[config.mk]
export PLATFORM = sky130hd
export DESIGN_NAME = deq_ctrl
export DESIGN_NICKNAME = d
export VERILOG_FILES = /design/src/design/deq_pkg.sv /design/src/design/deq_ctrl.sv
export SDC_FILE = /design/constraint.sdc
export NUM_CORES = 1
export LEC_CHECK = 0
export ABC_AREA = 1
export BUFFER_PORTS_ARGS = -buffer_cell sky130_fd_sc_hd__clkbuf_2
export CAP_MARGIN = 40
export CORE_ASPECT_RATIO = 1.4
export CORE_MARGIN = 1
export CORE_UTILIZATION = 38
export DETAILED_ROUTE_END_ITERATION = 12
export PLACE_DENSITY = 0.6
export RECOVER_POWER = 25
export SYNTH_ARGS = -nofsm -noshare
export SYNTH_HDL_FRONTEND = slang
export SYNTH_SLANG_ARGS = --single-unit
[constraint.sdc]
create_clock -name clock -period 3.28 [get_ports clock]
set_input_delay 0.164 -clock clock [delete_from_list [all_inputs] [get_ports clock]]
set_output_delay 0.164 -clock clock [all_outputs]
set_load 0.005 [all_outputs]
[src/design/deq_pkg.sv]
// Shared types and constants for the double-ended queue.
package deq_pkg;

   typedef logic signed [31:0] deq_word_type;
   typedef logic [1:0]         deq_status_type;

   typedef enum logic [2:0] {
      KIND_PUSH_FRONT = 3'd0,
      KIND_PUSH_BACK  = 3'd1,
      KIND_POP_FRONT  = 3'd2,
      KIND_POP_BACK   = 3'd3,
      KIND_SIZE       = 3'd4,
      KIND_EMPTY      = 3'd5,
      KIND_PEEK_FRONT = 3'd6,
      KIND_PEEK_BACK  = 3'd7
   } deq_kind_type;

   localparam deq_status_type ST_OK    = 2'd0;
   localparam deq_status_type ST_EMPTY = 2'd1;
   localparam deq_status_type ST_FULL  = 2'd2;

   localparam deq_word_type MINUS_ONE = -32'sd1;

   // Result of one transaction as it leaves the pointer logic.
   typedef struct packed {
      logic           emit;
      logic           use_ram;
      deq_word_type   value;
      deq_status_type status;
   } deq_issue_type;

endpackage

[src/design/deq_ctrl.sv]
// Front/back pointers, occupancy and per-transaction memory access decode.
module deq_ctrl #(
   parameter int DEPTH = 1024,
   parameter int AW    = 10,
   parameter int CW    = 11
) (
   input  logic                   clock,
   input  logic                   reset,
   input  logic                   accept,
   input  deq_pkg::deq_kind_type  kind,
   input  deq_pkg::deq_word_type  push_value,
   output logic                   wr_en,
   output logic [AW-1:0]          wr_addr,
   output deq_pkg::deq_word_type  wr_data,
   output logic                   rd_en,
   output logic [AW-1:0]          rd_addr,
   output deq_pkg::deq_issue_type issue
);
   import deq_pkg::*;

   localparam logic [AW-1:0] LAST = AW'(DEPTH - 1);
   localparam logic [CW-1:0] FULL_COUNT = CW'(DEPTH);

   logic [AW-1:0] front_ff, front_in;
   logic [AW-1:0] back_ff, back_in;
   logic [CW-1:0] count_ff, count_in;
   logic [AW-1:0] front_prev, front_next, back_prev, back_next;
   logic          empty, full;

   assign empty      = (count_ff == '0);
   assign full       = (count_ff == FULL_COUNT);
   assign front_prev = (front_ff == '0) ? LAST : front_ff - AW'(1);
   assign front_next = (front_ff == LAST) ? '0 : front_ff + AW'(1);
   assign back_prev  = (back_ff == '0) ? LAST : back_ff - AW'(1);
   assign back_next  = (back_ff == LAST) ? '0 : back_ff + AW'(1);
   assign wr_data    = push_value;

   always_comb begin
      front_in     = front_ff;
      back_in      = back_ff;
      count_in     = count_ff;
      wr_en        = 1'b0;
      wr_addr      = back_ff;
      rd_en        = 1'b0;
      rd_addr      = front_ff;
      issue.emit    = 1'b1;
      issue.use_ram = 1'b0;
      issue.value   = '0;
      issue.status  = ST_OK;
      unique case (kind)
         KIND_PUSH_FRONT, KIND_PUSH_BACK: begin
            if (full) begin
               issue.status = ST_FULL;
            end else begin
               issue.emit = 1'b0;
               wr_en      = accept;
               count_in   = count_ff + CW'(1);
               if (kind == KIND_PUSH_FRONT) begin
                  wr_addr  = front_prev;
                  front_in = front_prev;
               end else begin
                  wr_addr = back_ff;
                  back_in = back_next;
               end
            end
         end
         KIND_POP_FRONT, KIND_POP_BACK, KIND_PEEK_FRONT, KIND_PEEK_BACK: begin
            if (empty) begin
               issue.value  = MINUS_ONE;
               issue.status = ST_EMPTY;
            end else begin
               issue.use_ram = 1'b1;
               rd_en         = accept;
               rd_addr       = (kind == KIND_POP_BACK || kind == KIND_PEEK_BACK)
                               ? back_prev : front_ff;
               if (kind == KIND_POP_FRONT) begin
                  front_in = front_next;
                  count_in = count_ff - CW'(1);
               end else if (kind == KIND_POP_BACK) begin
                  back_in  = back_prev;
                  count_in = count_ff - CW'(1);
               end
            end
         end
         KIND_SIZE: begin
            issue.value = 32'(count_ff);
         end
         KIND_EMPTY: begin
            issue.value = {31'b0, empty};
         end
         default: begin
            issue.value = '0;
         end
      endcase
   end

   always_ff @(posedge clock) begin
      if (reset) begin
         front_ff <= '0;
         back_ff  <= '0;
         count_ff <= '0;
      end else if (accept) begin
         front_ff <= front_in;
         back_ff  <= back_in;
         count_ff <= count_in;
      end
   end
endmodule

[Yosys cells after proc, flatten, opt, wreduce, memory -nomap -nowiden]
Index checks and enable logic that the tools add are counted.
Word-level totals
  flip-flop bits (word level): 31
  output and inout bits: 90
  input bits: 38
  word-level logic and storage cells: 76
Cells by class
  multiplexer cells: 38
  reduce and logical (&&, ||, !) cells: 11
  equality and inequality tests: 18
  $add $sub $neg: 6
Operator list (count)
  2-to-1 mux 10 bit: 19
  one-hot mux 32 bit (3 select lines): 1
  2-to-1 mux 11 bit: 4
  one-hot mux 10 bit (2 select lines): 2
  2-to-1 mux 34 bit: 1
  one-hot mux 11 bit (2 select lines): 1
  adder 10 x 1 -> 10 bit (second input constant): 2
  equality test 10 bit (second input constant): 2
  zero test 10 bit: 2
  subtractor 10 x 1 -> 10 bit (second input constant): 2
  inequality test 2 bit (second input constant): 7
  equality test 3 bit (second input constant): 4
  adder 11 x 1 -> 11 bit (second input constant): 1
  equality test 11 bit (second input constant): 1
  zero test 11 bit: 1
  subtractor 11 x 1 -> 11 bit (second input constant): 1
  2-to-1 mux 1 bit: 8
  AND reduction 7 bit: 1
  equality test 3 x 2 -> 1 bit (second input constant): 2
  AND reduction 6 bit: 1
  AND reduction 5 bit: 1
  one-hot mux 2 bit (2 select lines): 1
  OR reduction 4 bit: 1
  equality test 3 x 1 -> 1 bit (second input constant): 1
  other kinds (6): 6

[Depth between registers and ports, before layout]
Gate-level depths: netlist of the first run.
  word-level depth: 6
  gate-level depth with buffers: 13
  gate-level depth less buffers: 11

[Worst setup path after synthesis of the first run]
Ideal clock, no wire load.
  kind: input to register
  start point: input port kind[1]
  end point: register count_ff[8]
  buffers on the path: 2
  cell stages on the path: 12
  data arrival time: 1.611 ns
  path slack: 1.551 ns
  data required time: 3.163 ns
  library setup time: 0.117 ns
  cell sequence: buf_4 > inv_2 > buf_2 > fa_1 > inv_1 > nand3_1 > nand3_1 > nand4_1 > nand2_1 > nand2_1 > a21oi_1 > nor2_1
Between the ends
  longest elaborated chain between the ends: 4
  elaborated cells on any way between the ends: 16
  those cells by class: eq/ne: 8; mux: 3; reduce/logical: 5
Ends and longest elaborated chain
  start, declared: RTL line deq_ctrl.sv:10  | input deq_pkg::deq_kind_type kind,
  equality test 3 x 2 -> 1 bit (tied with other cells): RTL line deq_ctrl.sv:50, deq_ctrl.sv:79
  OR reduction 4 bit (tied with other cells): RTL line deq_ctrl.sv:50  | unique case (kind)
  inequality test 3 bit (no line) (tied with other cells)
  AND reduction 5 bit (no line) or one-hot mux 11 bit (2 select lines) (tied branches)
  end signal, assigned: RTL line deq_ctrl.sv:105  | count_ff <= count_in;
  end, declared: RTL line deq_ctrl.sv:26  | logic [CW-1:0] count_ff, count_in;
Parallel ways exist; a longest one is shown, timed or not. The select of a mux whose other input is x is not followed.
A chain may end at the register's enable or synchronous reset.

[Final worst setup path of the first run]
  start point: register front_ff[0]
  end point: output port wr_addr[0]
Between the ends
  longest elaborated chain between the ends: 5
  elaborated cells on any way between the ends: 6
  those cells by class: add/sub: 1; mux: 4; reduce/logical: 1
Ends and longest elaborated chain
  start, declared: RTL line deq_ctrl.sv:24  | logic [AW-1:0] front_ff, front_in;
  start signal, assigned: RTL line deq_ctrl.sv:103  | front_ff <= front_in;
  subtractor 10 x 1 -> 10 bit or zero test 10 bit (tied branches): RTL line deq_ctrl.sv:32  | assign front_prev = (front_ff == '0) ? LAST : front_ff - AW'(1);
  2-to-1 mux 10 bit *: RTL line deq_ctrl.sv:32
  2-to-1 mux 10 bit *: RTL line deq_ctrl.sv:58  | if (kind == KIND_PUSH_FRONT) begin
  2-to-1 mux 10 bit *: RTL line deq_ctrl.sv:52  | if (full) begin
  2-to-1 mux 10 bit *: RTL line deq_ctrl.sv:50
  end, declared: RTL line deq_ctrl.sv:13  | output logic [AW-1:0] wr_addr,
Mark *: on every way between the ends. The rest lies on a longest branch, timed or not.

==> run summary, run 1 <==
The worst min-delay path category was input pin to register. Net count of the mapped netlist: 679. The half-perimeter wire length after detailed placement is 8230 microns. The logs give 10,550 microns for the aggregate routed wire length and 16.36% for the sequential element share of the synthesized area. Counting instances in the post-synthesis netlist gives the leading cell types as 173 x sky130_fd_sc_hd__nand2_1, 81 x sky130_fd_sc_hd__nor2_1, 54 x sky130_fd_sc_hd__buf_4, 51 x sky130_fd_sc_hd__inv_1, 45 x sky130_fd_sc_hd__o21ai_0.

The critical path is of the register to primary output type. The via count of the first global-routing pass is 3,674, and the total number of H-tree levels is 2. The number of storage elements in the synthesis netlist is 31. By area the synthesized netlist is led by sky130_fd_sc_hd__nand2_1 17%, sky130_fd_sc_hd__dfxtp_1 16%, sky130_fd_sc_hd__buf_4 11%, sky130_fd_sc_hd__nor2_1 8.0%, sky130_fd_sc_hd__o21ai_0 5.9%.

The first detailed-routing pass took 5 iterations. On the final layout, the worst clock skew is 0.01056 ns. The number of buffers on the longest clock path was 2; the peak ir drop on the vdd network was 0.1634 mV.

The clock slew at the register clock pins of the worst setup and hold paths works out to 0.05 ns. The count of buffers added on input and output ports is 63. The run gives 0 as the number of endpoints with negative hold slack in the final report. The number of antenna diodes in the final layout is 0.

Entering global routing, the biggest net connects 30 pins. The core region is 9564 sq um. The tightest hold path in the finished design has a slack of 0.1471 ns. The endpoint identified for the worst register-to-register timing path is front_ff[3]. The minimum setup slack among reg-to-reg paths came out at 1.43 ns. The share of the synthesized area in the top cell type was 17.12%; the maximum fanout along the worst path was 7.

Global-route wire length before repair: 17,510 microns. In the post-synthesis netlist, the cell with the most instances is sky130_fd_sc_hd__nand2_1. The floorplan has 42 rows. The final weighted congestion in routability-driven placement was 0.9301; the average cell area after synthesis was 6.068 sq um.

For this run, the share of the core covered by cells in the final layout is 40.76%. Of all flip-flops after synthesis, the portion carrying an async set or reset was 0%. The logs give 0 for the number of max-cap violations and 461.2 MHz for the maximum achievable frequency.

The run gives 0 as the initial antenna violation count. Number of setup buffers added after CTS: 0. The tools report the TritonCTS sink count as 31. The number of buffers inserted during clock tree synthesis was 5. Most area-hungry cell type in the Yosys netlist: sky130_fd_sc_hd__nand2_1. The power density normalized to cell area was 399.1 nW/um^2.

STA classifies the critical path endpoint as a primary output. The worst register-to-register path begins at front_ff[0]. The die outline area is 10,390 sq um. For the final routed database, the setup TNS stands at 0 ns. The effective utilization at floorplan came out at 39.65%. TritonCTS built the clock tree. For the pin with the worst max-slew slack, the measured transition is 0.5233 ns.

For the cell area after placement, the log shows 3757 sq um. The number of top-level pins was 128. The later pin in the worst-skew pair is clocked with a latency of 0.28 ns. The run gives 0 as the total global routing overflow. Post-CTS repair changed the size of 0 cells. The tools report the standby leakage power as 2.036 nW.

The depth of the worst register-to-register path was 10; the number of routed nets with antenna violations was 0. At the end of the flow, the number of nets in the layout was 679. Yosys mapped a number of flops with a built-in enable equal to 0.

The worst max-slew margin expressed relative to the limit came out at 65.06%. After detailed routing, the number of remaining DRC violations is 0. The minimum period implied by the final worst setup slack was 2.168 ns.

Following the worst setup path forward leads to its endpoint at wr_addr[0]. The post-route netlist has 20.29% of its cells at a drive strength greater than 1. At the worst endpoint, the arrival time is 2.00 ns.

For this run, the number of Yosys warnings is 0. With fillers left out, the area of the finished cells amounts to 3899 sq um. For this design, the CTS-stage hold fixing added 0 buffers.

Setup repair after global routing left no endpoint under its margin. Global routing used 21.33% of the available tracks. The die is 86.43 microns wide. The mapped netlist covers 3792 sq um. The startpoint class of the critical path was a register. After technology mapping, the gate count stands at 625.

Number of distinct library cells after synthesis: 42. The predominant post-synthesis flop cell was sky130_fd_sc_hd__dfxtp_1. The startpoint of the most critical setup path is front_ff[0]. The number of vias after detailed routing was 3,780.

The floorplan die height works out to 120.2 microns. The tools report the buffer type at the clock tree root as sky130_fd_sc_hd__clkbuf_16. At the worst endpoint, the required time is 3.12 ns.

The post-detailed-route via-to-cell ratio is 4.987. The number of max-slew violations in the final report was 0; the post-synthesis to final-layout area growth was 2.804%. The post-detailed-route wirelength per cell was 13.92 microns; the iteration-0 DRC count of the detailed router was 223. The flow ran to the end, and the final reports show no timing, DRC or antenna violations. The worst path uses 66.10% of the clock period. Setup violations remaining at the end of the flow were counted as 0.
## state kept, by name, indices dropped and copies added (netlist names)
signal    cells
back_ff      10
front_ff     10
count_ff     11
## critical path, cell delays in order, from the launching register on
cell and delay, ns:
sky130_fd_sc_hd__dfxtp_1 0.35, sky130_fd_sc_hd__inv_1 0.19, sky130_fd_sc_hd__ha_1 0.22, sky130_fd_sc_hd__nand2_1 0.14, sky130_fd_sc_hd__nor2_1 0.12, sky130_fd_sc_hd__nand4_1 0.21, sky130_fd_sc_hd__nand2_1 0.15, sky130_fd_sc_hd__nand2_1 0.06
sky130_fd_sc_hd__o21ai_0 0.13, sky130_fd_sc_hd__clkbuf_2 0.16
## cell usage in the layout, fill, tap and decap left out, drive strengths merged
cell type and n:
nand2 186, nor2 94, clkbuf 69, o21ai 62, inv 61, nand3 47
dfxtp 31, a21oi 22, ha 15, nand4 10, xor2 9, xnor2 4
clkinv 4, buf 2, and2 1, mux2i 1, nor3 1, o2111ai 1
a21o 1, o21bai 1, nand3b 1, or2 1, fa 1, clkinvlp 1
## power breakdown
group	leakage [nW]	internal (mW)	switching (mW)	total, mW
logic	1.71	0.234	0.409	0.643
clock network	0.0669	0.280	0.182	0.462
registers	0.254	0.406	0.0451	0.451
total	2.04	0.919	0.637	1.56
## cells by family after synthesis
| family | Yosys count | share of synthesized area, % |
|---|---|---|
| fa+ha+maj | 16 | 5.477 |
| xor+xnor | 13 | 3.002 |
| compound gates | 87 | 12.70 |
| buf+inv | 136 | 21.02 |
| simple gates | 341 | 41.17 |
| flops | 31 | 16.36 |
| mux | 1 | 0.2639 |
## through the flow
step	worst slack (ns)	std cells	total power, mW
floorplan	1.551	625	0.9774
global placement	1.390	749	1.092
detailed placement	1.384	750	1.098
CTS	1.123	758	1.565
global route	0.9527	758	1.669
finish	1.112	758	1.556
## metal layers
metal | wire length [microns] | track usage, % | vias to the layer above
li1 | - | - | 1930
met1 | 4459 | 24.67 | 1737
met2 | 5429 | 37.55 | 79
met3 | 385 | 3.003 | 34
met4 | 274 | 11.15 | 0
met5 | 0 | 0 | -
## worst min-delay path by stage
stage,startpoint,depth (start not counted),end,slack (ns)
after CTS,reset,2,back_ff[1],0.14
after global routing,reset,2,back_ff[8],0.17
final,reset,2,back_ff[1],0.15
after floorplan,reset,1,back_ff[1],0.23
after global placement,push_value[15],0,wr_data[15],0.33
after detailed placement,push_value[15],0,wr_data[15],0.33
## area by class of cell
type                       count  area [sq um]
tap                          132         165.2
timing repair buffer          65         350.3
inverter                      64         246.5
fill                        1069          5665
sequential                    31         620.6
clock inverter                 2         12.51
multi-input combinational    458          2375
clock buffer                   6         128.9
Power figures use the tool's default switching activity.
==> run 2, diff against run 1 <==
Settings changed: ABC_AREA 1 to 0, PLACE_DENSITY 0.6 to 0.64.
Clock period 3.28 ns to 1.8 ns, I/O delays scaled along.
==> run 2 against run 1 <==
Against the previous run:
- the flow now finishes with violations (negative setup slack)
- utilization increased by 26 points
- worst setup slack got worse by 1.9 ns
- wire length increased by 32%
==> run summary, run 2 <==
The run finished, with violations left. The checks that failed: negative setup slack. The floorplan die height was 114.1 microns. Power spread over the standard cell area amounts to 780.6 nW/um^2.

128 I/O pins were placed. In this run the deepest clock path goes through 2 buffers. Setup violations remaining at the end of the flow were counted as 84. The tools report the latest clock arrival within the worst-skew pair as 0.29 ns. In the final routing, the length of wire on met1 measures 5137 microns. After clock tree synthesis, the clock-pin slew on the worst setup and hold paths is 0.06 ns. Setup repair after global routing could not meet its margin everywhere. Leaving out filler cells and counting taps, the final layout contains 717. Traced cell by cell, the critical path runs through inv_2 -> ha_4 -> or3b_4 -> or4_4 -> or4_4 -> a31oi_2 -> clkbuf_2. For the total number of nets in the final design, the log shows 665.

The internal power of the cells totals 2.876 mW. For hold timing, the worst endpoint is count_ff[3]. The final critical path takes up 142.0% of the cycle. For the number of inserted diodes, the log shows 0. Along the worst path, the maximum fanout reaches 5.

In this run the core area contains 40 standard-cell rows. For the data arrival time of the critical path, the log shows 2.47 ns. The share of total power dissipated in combinational logic is 59.6%. The maximum achievable frequency is 391.2 MHz. The number of nets in the synthesized netlist is 543.

The initial antenna violation count was 0. Along the worst hold path, the cell count comes to 2. The part of the power in registers is 17.5%, and the post-detailed-route via-to-cell ratio is 5.911.

The aggregate routed wire length was 13,940 microns. By count the netlist is led by 52 x sky130_fd_sc_hd__buf_4, 52 x sky130_fd_sc_hd__nor2_1, 41 x sky130_fd_sc_hd__a21oi_1, 41 x sky130_fd_sc_hd__nand2_1, 37 x sky130_fd_sc_hd__clkbuf_1. Net switching is 36.39% of the power. The floorplan step set the die width to 82.04 microns. The clock tree synthesis step divided the H-tree into 2 levels. Summing all multi-input logic gate instances after layout gives 2933 sq um. Ranked by total cell area, the synthesized netlist is headed by sky130_fd_sc_hd__dfxtp_1 18%, sky130_fd_sc_hd__buf_4 11%, sky130_fd_sc_hd__a21oi_1 6.0%, sky130_fd_sc_hd__nor2_1 5.7%, sky130_fd_sc_hd__ha_1 5.5%. The tools report the final worst setup slack as -0.7562 ns. Ratio of cells with drive above 1 in the final layout: 58.17%. The cell count after synthesis came out at 489.

The number of placed instances, taps included, is 664. Detailed placement ended at an HPWL of 7956 microns. The most area-hungry cell type in the Yosys netlist was sky130_fd_sc_hd__dfxtp_1. The largest registers in the layout are count_ff (11), back_ff (10), front_ff (10). The routed design could run at a clock period as short as 2.556 ns. At the end of routability-driven placement, the weighted congestion stood at 0.8928. For the worst slack at placement, the log shows -0.6264 ns. The startpoint class of the critical path was a register. Yosys printed 0 warnings. After synthesis, the netlist uses 56 different library cells.

The run gives -25.91 ns as the setup TNS. The tools report the total area of sequential cells as 640.6 sq um. Slowest cell on the critical path: sky130_fd_sc_hd__or4_4. The average cell area after synthesis is 6.970 sq um. The run gives 20,490 microns as the global-route wire length before repair.

The most common library cell in the layout ignoring fill and taps was sky130_fd_sc_hd__buf_4. At the pin with the least slew margin, the transition time is 0.4277 ns. The register name with the most flops was count_ff. The run gives 4,219 as the via count of the first global-routing pass. For the worst setup path, the data required time is 1.71 ns. The worst setup path is captured at a primary output.

The tools report the met2 wire length as 7325 microns. TritonCTS built the clock tree. The cell area that synthesis handed to floorplanning was 3408 sq um. Headroom to the max-slew limit came out at 71.45%. The minimum setup slack among reg-to-reg paths was -0.71 ns; the post-synthesis to final-layout area growth was 69.93%.

The clock network burns 22.9% of the power. The endpoint identified for the worst register-to-register timing path is front_ff[7]. The library cells used most frequently in the layout, excluding fill and tap cells, are 92 x sky130_fd_sc_hd__buf_4, 68 x sky130_fd_sc_hd__buf_6, 34 x sky130_fd_sc_hd__nor2_1, 24 x sky130_fd_sc_hd__nand2_1, 23 x sky130_fd_sc_hd__a21oi_1.

The pin count of the biggest net entering global routing is 28. The filler cell count in the final layout was 670. Once detail routing completed, the nets flagged for antenna violations numbered 0. The logs give 2.590 nW for the standby leakage power and 18.21% for the sequential element share of the synthesized area.

Across the run, the number of max-cap violations was 0. The clock skew came out at 0.008463 ns. Predominant post-synthesis flop cell: sky130_fd_sc_hd__dfxtp_1. The number of max-slew violations in the final report was 0.

The buffer and inverter count on the worst path came out at 2. For this configuration, the core starts out at a cell density of 39.36%. The core region is 8658 sq um. The number of endpoints with negative hold slack in the final report came out at 0. The number of storage elements in the synthesis netlist works out to 31. The number of vias after detailed routing is 4,238, and the number of enable flip-flop cells after synthesis is 0. The register with the most flip-flops in the layout has 11 of them.

Summed over all nets, wire length on met3 after detailed routing comes to 802 microns. For the total power consumption of the routed design, the log shows 4.521 mW. Share of flip-flops with an asynchronous set or reset after synthesis: 0%. The number of I/O port buffers is 63, and the highest cell delay on the worst timing path is 0.48 ns.

The TritonCTS sink count was 31; the net switching power figure was 1.645 mW. In this design, the critical path's most frequently occurring cell is sky130_fd_sc_hd__or4_4. In this run the biggest area consumer among cell types represents 18.21% of the synthesized area. The logs give 9357 sq um for the die outline area and 5 for the number of optimization iterations in the first detailed-route pass. IR analysis of the VDD net gives a maximum drop of 0.5519 mV. The first routing iteration left 359 violations. On the critical path the largest part of the delay comes from simple AND/OR/NAND/NOR gates.

After detailed routing, the average wire length per cell comes to 19.45 microns. The buffer type at the clock tree root is sky130_fd_sc_hd__clkbuf_16. The critical path is of the register to primary output type.

The hold path startpoint was reset. The startpoint identified for the worst register-to-register timing path is front_ff[0]. For this run, the total global-route usage over all layers was measured as 28.54%.

The highest layer touched by signal routing is met4. TritonCTS created 5 clock buffers. Global routing finished with a remaining overflow of 0.

For this run, design rule violations remaining after detail routing come to 0. Measured in cells, the most critical reg-to-reg path has a length of 10. The tightest min-delay check is of the input pin to register type.
-- run 2: how the worst max path moves through the flow --
stage,start,endpoint,slack (ns),depth (start not counted)
after detailed placement,front_ff[0],front_ff[9],-0.63,9
after CTS,front_ff[0],wr_addr[7],-0.74,7
after global routing,front_ff[1],wr_addr[9],-0.81,8
final,front_ff[0],wr_addr[7],-0.76,7
after floorplan,front_ff[1],front_ff[3],-0.75,11
after global placement,front_ff[1],front_ff[9],-0.53,7
-- run 2: final cells by class --
class,instances,share of cell area (%)
Sequential cell,31,11.06
Inverter,12,1.015
Multi-Input combinational cell,352,50.64
Clock buffer,6,2.398
Tap cell,105,2.268
Clock inverter,2,0.6049
Timing Repair Buffer,209,32.02
-- run 2: timing repair --
item,4_1_cts,5_1_grt
cloned,6,2
hold buffers,0,0
resized for setup,142,118
endpoints found under the hold margin,0,0
pin swaps,56,37
setup endpoints to repair,81,89
buffers inserted,39,12
-- run 2: cells by family after synthesis --
family,Yosys count,share of synthesized area (%)
flip-flops,31,18.21
AND/OR/NAND/NOR,171,24.56
buffers and inverters,106,17.69
multiplexers,6,1.872
adder cells (fa/ha/maj),16,6.094
XOR/XNOR,20,5.140
AO/OA/AOI/OAI,139,26.43
-- run 2: metal layers --
metal  up-vias  global-route usage [%]
li1       1936                       -
met1      2024                   31.72
met2       222                   49.81
met3        56                   4.064
met4         0                   17.43
met5         -                       0
-- run 2: power groups by stage --
stage / clock [mW] / combinational, mW / sequential [mW]
final: 1.03 / 2.69 / 0.792
after global routing: 1.07 / 2.85 / 0.797
after detailed placement: 0 / 1.63 / 0.793
after global placement: 0 / 1.60 / 0.792
after floorplan: 0 / 1.12 / 0.795
after CTS: 1.03 / 2.30 / 0.786
-- run 2: through the flow --
stage | cell area [sq um] | utilization (%) | hold slack, ns
after floorplan | 3555 | - | 0.2142
after global placement | 4210 | 48.63 | 0.1800
after detailed placement | 4210 | 48.63 | 0.1800
after CTS | 5326 | 61.52 | 0.1446
after global routing | 5792 | 66.89 | 0.1628
final | 5792 | 66.89 | 0.1453
==> run 3, diff against run 2 <==
Settings changed: HOLD_SLACK_MARGIN set to 0.02, REMOVE_ABC_BUFFERS set to 1.
==> run 3 against run 2 <==
Against the previous run:
- the flow still finishes with violations (negative setup slack)
- sequential power fell by 0.6%
- cell count grew 2.4%
- critical endpoint is now wr_addr[3]
- largest cell class unchanged
- largest power group unchanged
- wire length increased by 16%
- global-route usage is 1.2 points higher
==> run summary, run 3 (synthesized netlist as in run 2, its figures left out) <==
The run finished, with violations left. The final reports fail on negative setup slack. The routed design has 16,120 microns of wire.

Total area of sequential cells: 636.9 sq um. The detailed router finished its first iteration with 443 violations. The number of endpoints with negative hold slack in the final report was 0; the number of I/O port buffers was 63. The floorplan step set the die height to 114.1 microns.

On the worst path, the slowest cell contributes a delay of 0.50 ns. The latest clock arrival within the worst-skew pair is 0.28 ns. Summed over all cells, the static leakage comes to 2.592 nW.

Global routing consumed, on the met3 layer, 9.482% of the routing resources. The tools report the termination of the worst setup path as wr_addr[3]. The logs give 9357 sq um for the die outline area and 50.91% for the global routing met2 resource utilization. Post-detailed-route via-to-cell ratio: 6.234.

The library cell used most frequently in the layout, excluding fill and tap cells, is sky130_fd_sc_hd__buf_4. In the final timing run, aggregate negative setup slack is -28.22 ns. The tools report the start of the worst register-to-register path as front_ff[1]. The worst setup path is of the register to primary output kind. The run gives 2.833 mW as the internal power contribution. The post-synthesis to final-layout area growth works out to 67.51%. The tools report the number of vias after detailed routing as 4,576. Slowest cell on the critical path: sky130_fd_sc_hd__or4_4. The tools report the endpoint of the worst-slack reg-to-reg timing path as front_ff[3]. The post-detailed-route wirelength per cell came out at 21.96 microns. Number of placed instances, taps included: 672. Counting cells, the worst reg-to-reg path comes to 9. Minimum period implied by the final worst setup slack: 2.647 ns. The tools report the initial antenna violation count as 0.

Per report_power, the sequential group accounts for 17.4% of the total. Final hold analysis gives a worst-case slack of 0.1801 ns. The number of optimization iterations in the first detailed-route pass was 5; the maximum achievable frequency was 377.8 MHz. Along the worst path, the maximum fanout reaches 5. In the final layout, the registers with the most flip-flops are count_ff (11), back_ff (10), front_ff (10).

After clock tree synthesis, the clock-pin slew on the worst setup and hold paths is 0.06 ns. The register with the most flip-flops in the layout has 11 of them. Max-cap violations in this run came to 0. The congestion estimate from routability-driven global placement came to 0.9147. The tree is rooted in a sky130_fd_sc_hd__clkbuf_16.

Setup repair after global routing could not meet its margin everywhere. The logs give 0 for the number of routed nets with antenna violations and 39.36% for the effective utilization at floorplan. The net switching power figure is 1.684 mW, and the met1 track demand over resource in global routing is 33.22%.

For the core outline area, the log shows 8658 sq um. The via count of the first global-routing pass is 4,203. For the pin count of the biggest net entering global routing, the log shows 27. The most critical setup path has its startpoint at front_ff[1]. The run gives 0.4680 mV as the peak ir drop on the vdd network. The final layout contains 682 nets.

The ratio of cells with drive above 1 in the final layout came out at 57.23%. Slew at the pin closest to its max-slew limit: 0.4288 ns. TritonCTS built the clock tree. The H-tree was split into 2 levels. Data arrival time of the critical path: 2.56 ns.

The die is 82.04 microns wide. The logs give 59.5% for the share of power burned in combinational logic and 31 for the TritonCTS sink count. The worst hold path belongs to the class input pin to primary output.

The final number of setup-violating endpoints came out at 81. The startpoint class of the critical path is a register. Data on the critical path is required at its endpoint by 1.71 ns.

The switching power as a share of total power is 37.27%, and the multi-input logic area is 2840 sq um. Total DRC errors in the routed layout: 0. The signal on the critical path passes through inv_2 -> ha_4 -> or3b_4 -> or4_4 -> or4_4 -> a41oi_2 -> clkbuf_2. By instance count, the cell type seen most on the critical path is sky130_fd_sc_hd__or4_4. The clock arrives with 0.004164 ns of skew. The number of max-slew violations in the final report came out at 0. Of the available clock period, the critical path in the final layout requires 147.0%.

Register name with the most flops: count_ff. In this run the tightest slew margin relative to its limit is 71.38%. In this run the power density over the cells is 791.1 nW/um^2.

For the final worst setup slack, the log shows -0.8467 ns. The layout has 632 filler cells. Leaving out fill and tap cells, the most frequent cells in the layout are 113 x sky130_fd_sc_hd__buf_4, 64 x sky130_fd_sc_hd__buf_6, 40 x sky130_fd_sc_hd__nor2_1, 30 x sky130_fd_sc_hd__clkbuf_2, 28 x sky130_fd_sc_hd__nand2_1. The logs give 0 for the total global routing overflow and 5 for the number of buffers inserted during clock tree synthesis. The wire-length estimate of the detail-placed layout is 8762 microns. The row count is 40. After global routing, the most crowded layer is met2. The logs give 65.94% for the post-layout utilization of the core and -0.84 ns for the minimum setup slack among reg-to-reg paths. 128 I/O pins were placed.

In the global route stage, overall resource usage came out at 29.72%. The number of antenna diodes in the final layout is 0. The tools report the kind of end point of the critical path as a primary output.

The run gives 734 as the count of non-filler cells in the finished layout. The first global-routing pass estimated 21,300 microns of wire. Per report_power, the clock group accounts for 23.1% of the total. In this run the deepest clock path goes through 2 buffers.
[run 3: through the flow]
step	instance area (sq um)	setup slack, ns	power [mW]
floorplan	2850	-1.433	1.565
global placement	4133	-0.5117	2.358
detailed placement	4133	-0.5779	2.377
CTS	5095	-0.7213	3.938
global route	5709	-0.9786	4.710
finish	5709	-0.8467	4.517
[run 3: worst min path at each step]
stage                         startpoint  cells past startpoint           to  slack (ns)
final                     push_value[18]                      0  wr_data[18]        0.18
after global routing      push_value[26]                      0  wr_data[26]        0.18
after detailed placement   push_value[0]                      0   wr_data[0]        0.18
after global placement     push_value[0]                      0   wr_data[0]        0.18
after CTS                  push_value[0]                      0   wr_data[0]        0.18
after floorplan                    reset                      1  count_ff[0]        0.16
[run 3: area by class of cell]
cell class | instances | area share (%)
Timing Repair Buffer | 226 | 32.92
Clock buffer | 6 | 2.433
Inverter | 12 | 0.8328
Tap cell | 105 | 2.301
Clock inverter | 2 | 0.6136
Sequential cell | 31 | 11.15
Multi-Input combinational cell | 352 | 49.75
[run 3: power by group through the flow]
| stage | clock (mW) | combinational (mW) | sequential, mW |
|---|---|---|---|
| after detailed placement | 0 | 1.59 | 0.786 |
| final | 1.04 | 2.69 | 0.787 |
| after CTS | 1.05 | 2.11 | 0.781 |
| after global placement | 0 | 1.57 | 0.785 |
| after floorplan | 0 | 0.749 | 0.815 |
| after global routing | 1.09 | 2.83 | 0.791 |
[run 3: what timing repair did]
item / in CTS / in global routing
gates resized for setup: 139 / 127
buffers inserted: 36 / 29
pin swaps: 62 / 49
endpoints found under the setup margin: 85 / 85
gates cloned: 3 / 4
hold buffers: 0 / 0
[run 3: critical path, delay by kind of cell (launching register included)]
kind	cells	cell delay (ns)
simple gates	3	1.34
buf+inv	2	0.23
compound gates	1	0.23
fa+ha+maj	1	0.14
flops	1	0.33
[run 3: routing by layer]
layer	up-vias	wire length, microns
li1	1970	-
met1	2186	5739
met2	328	8126
met3	92	1356
met4	0	895
met5	-	0
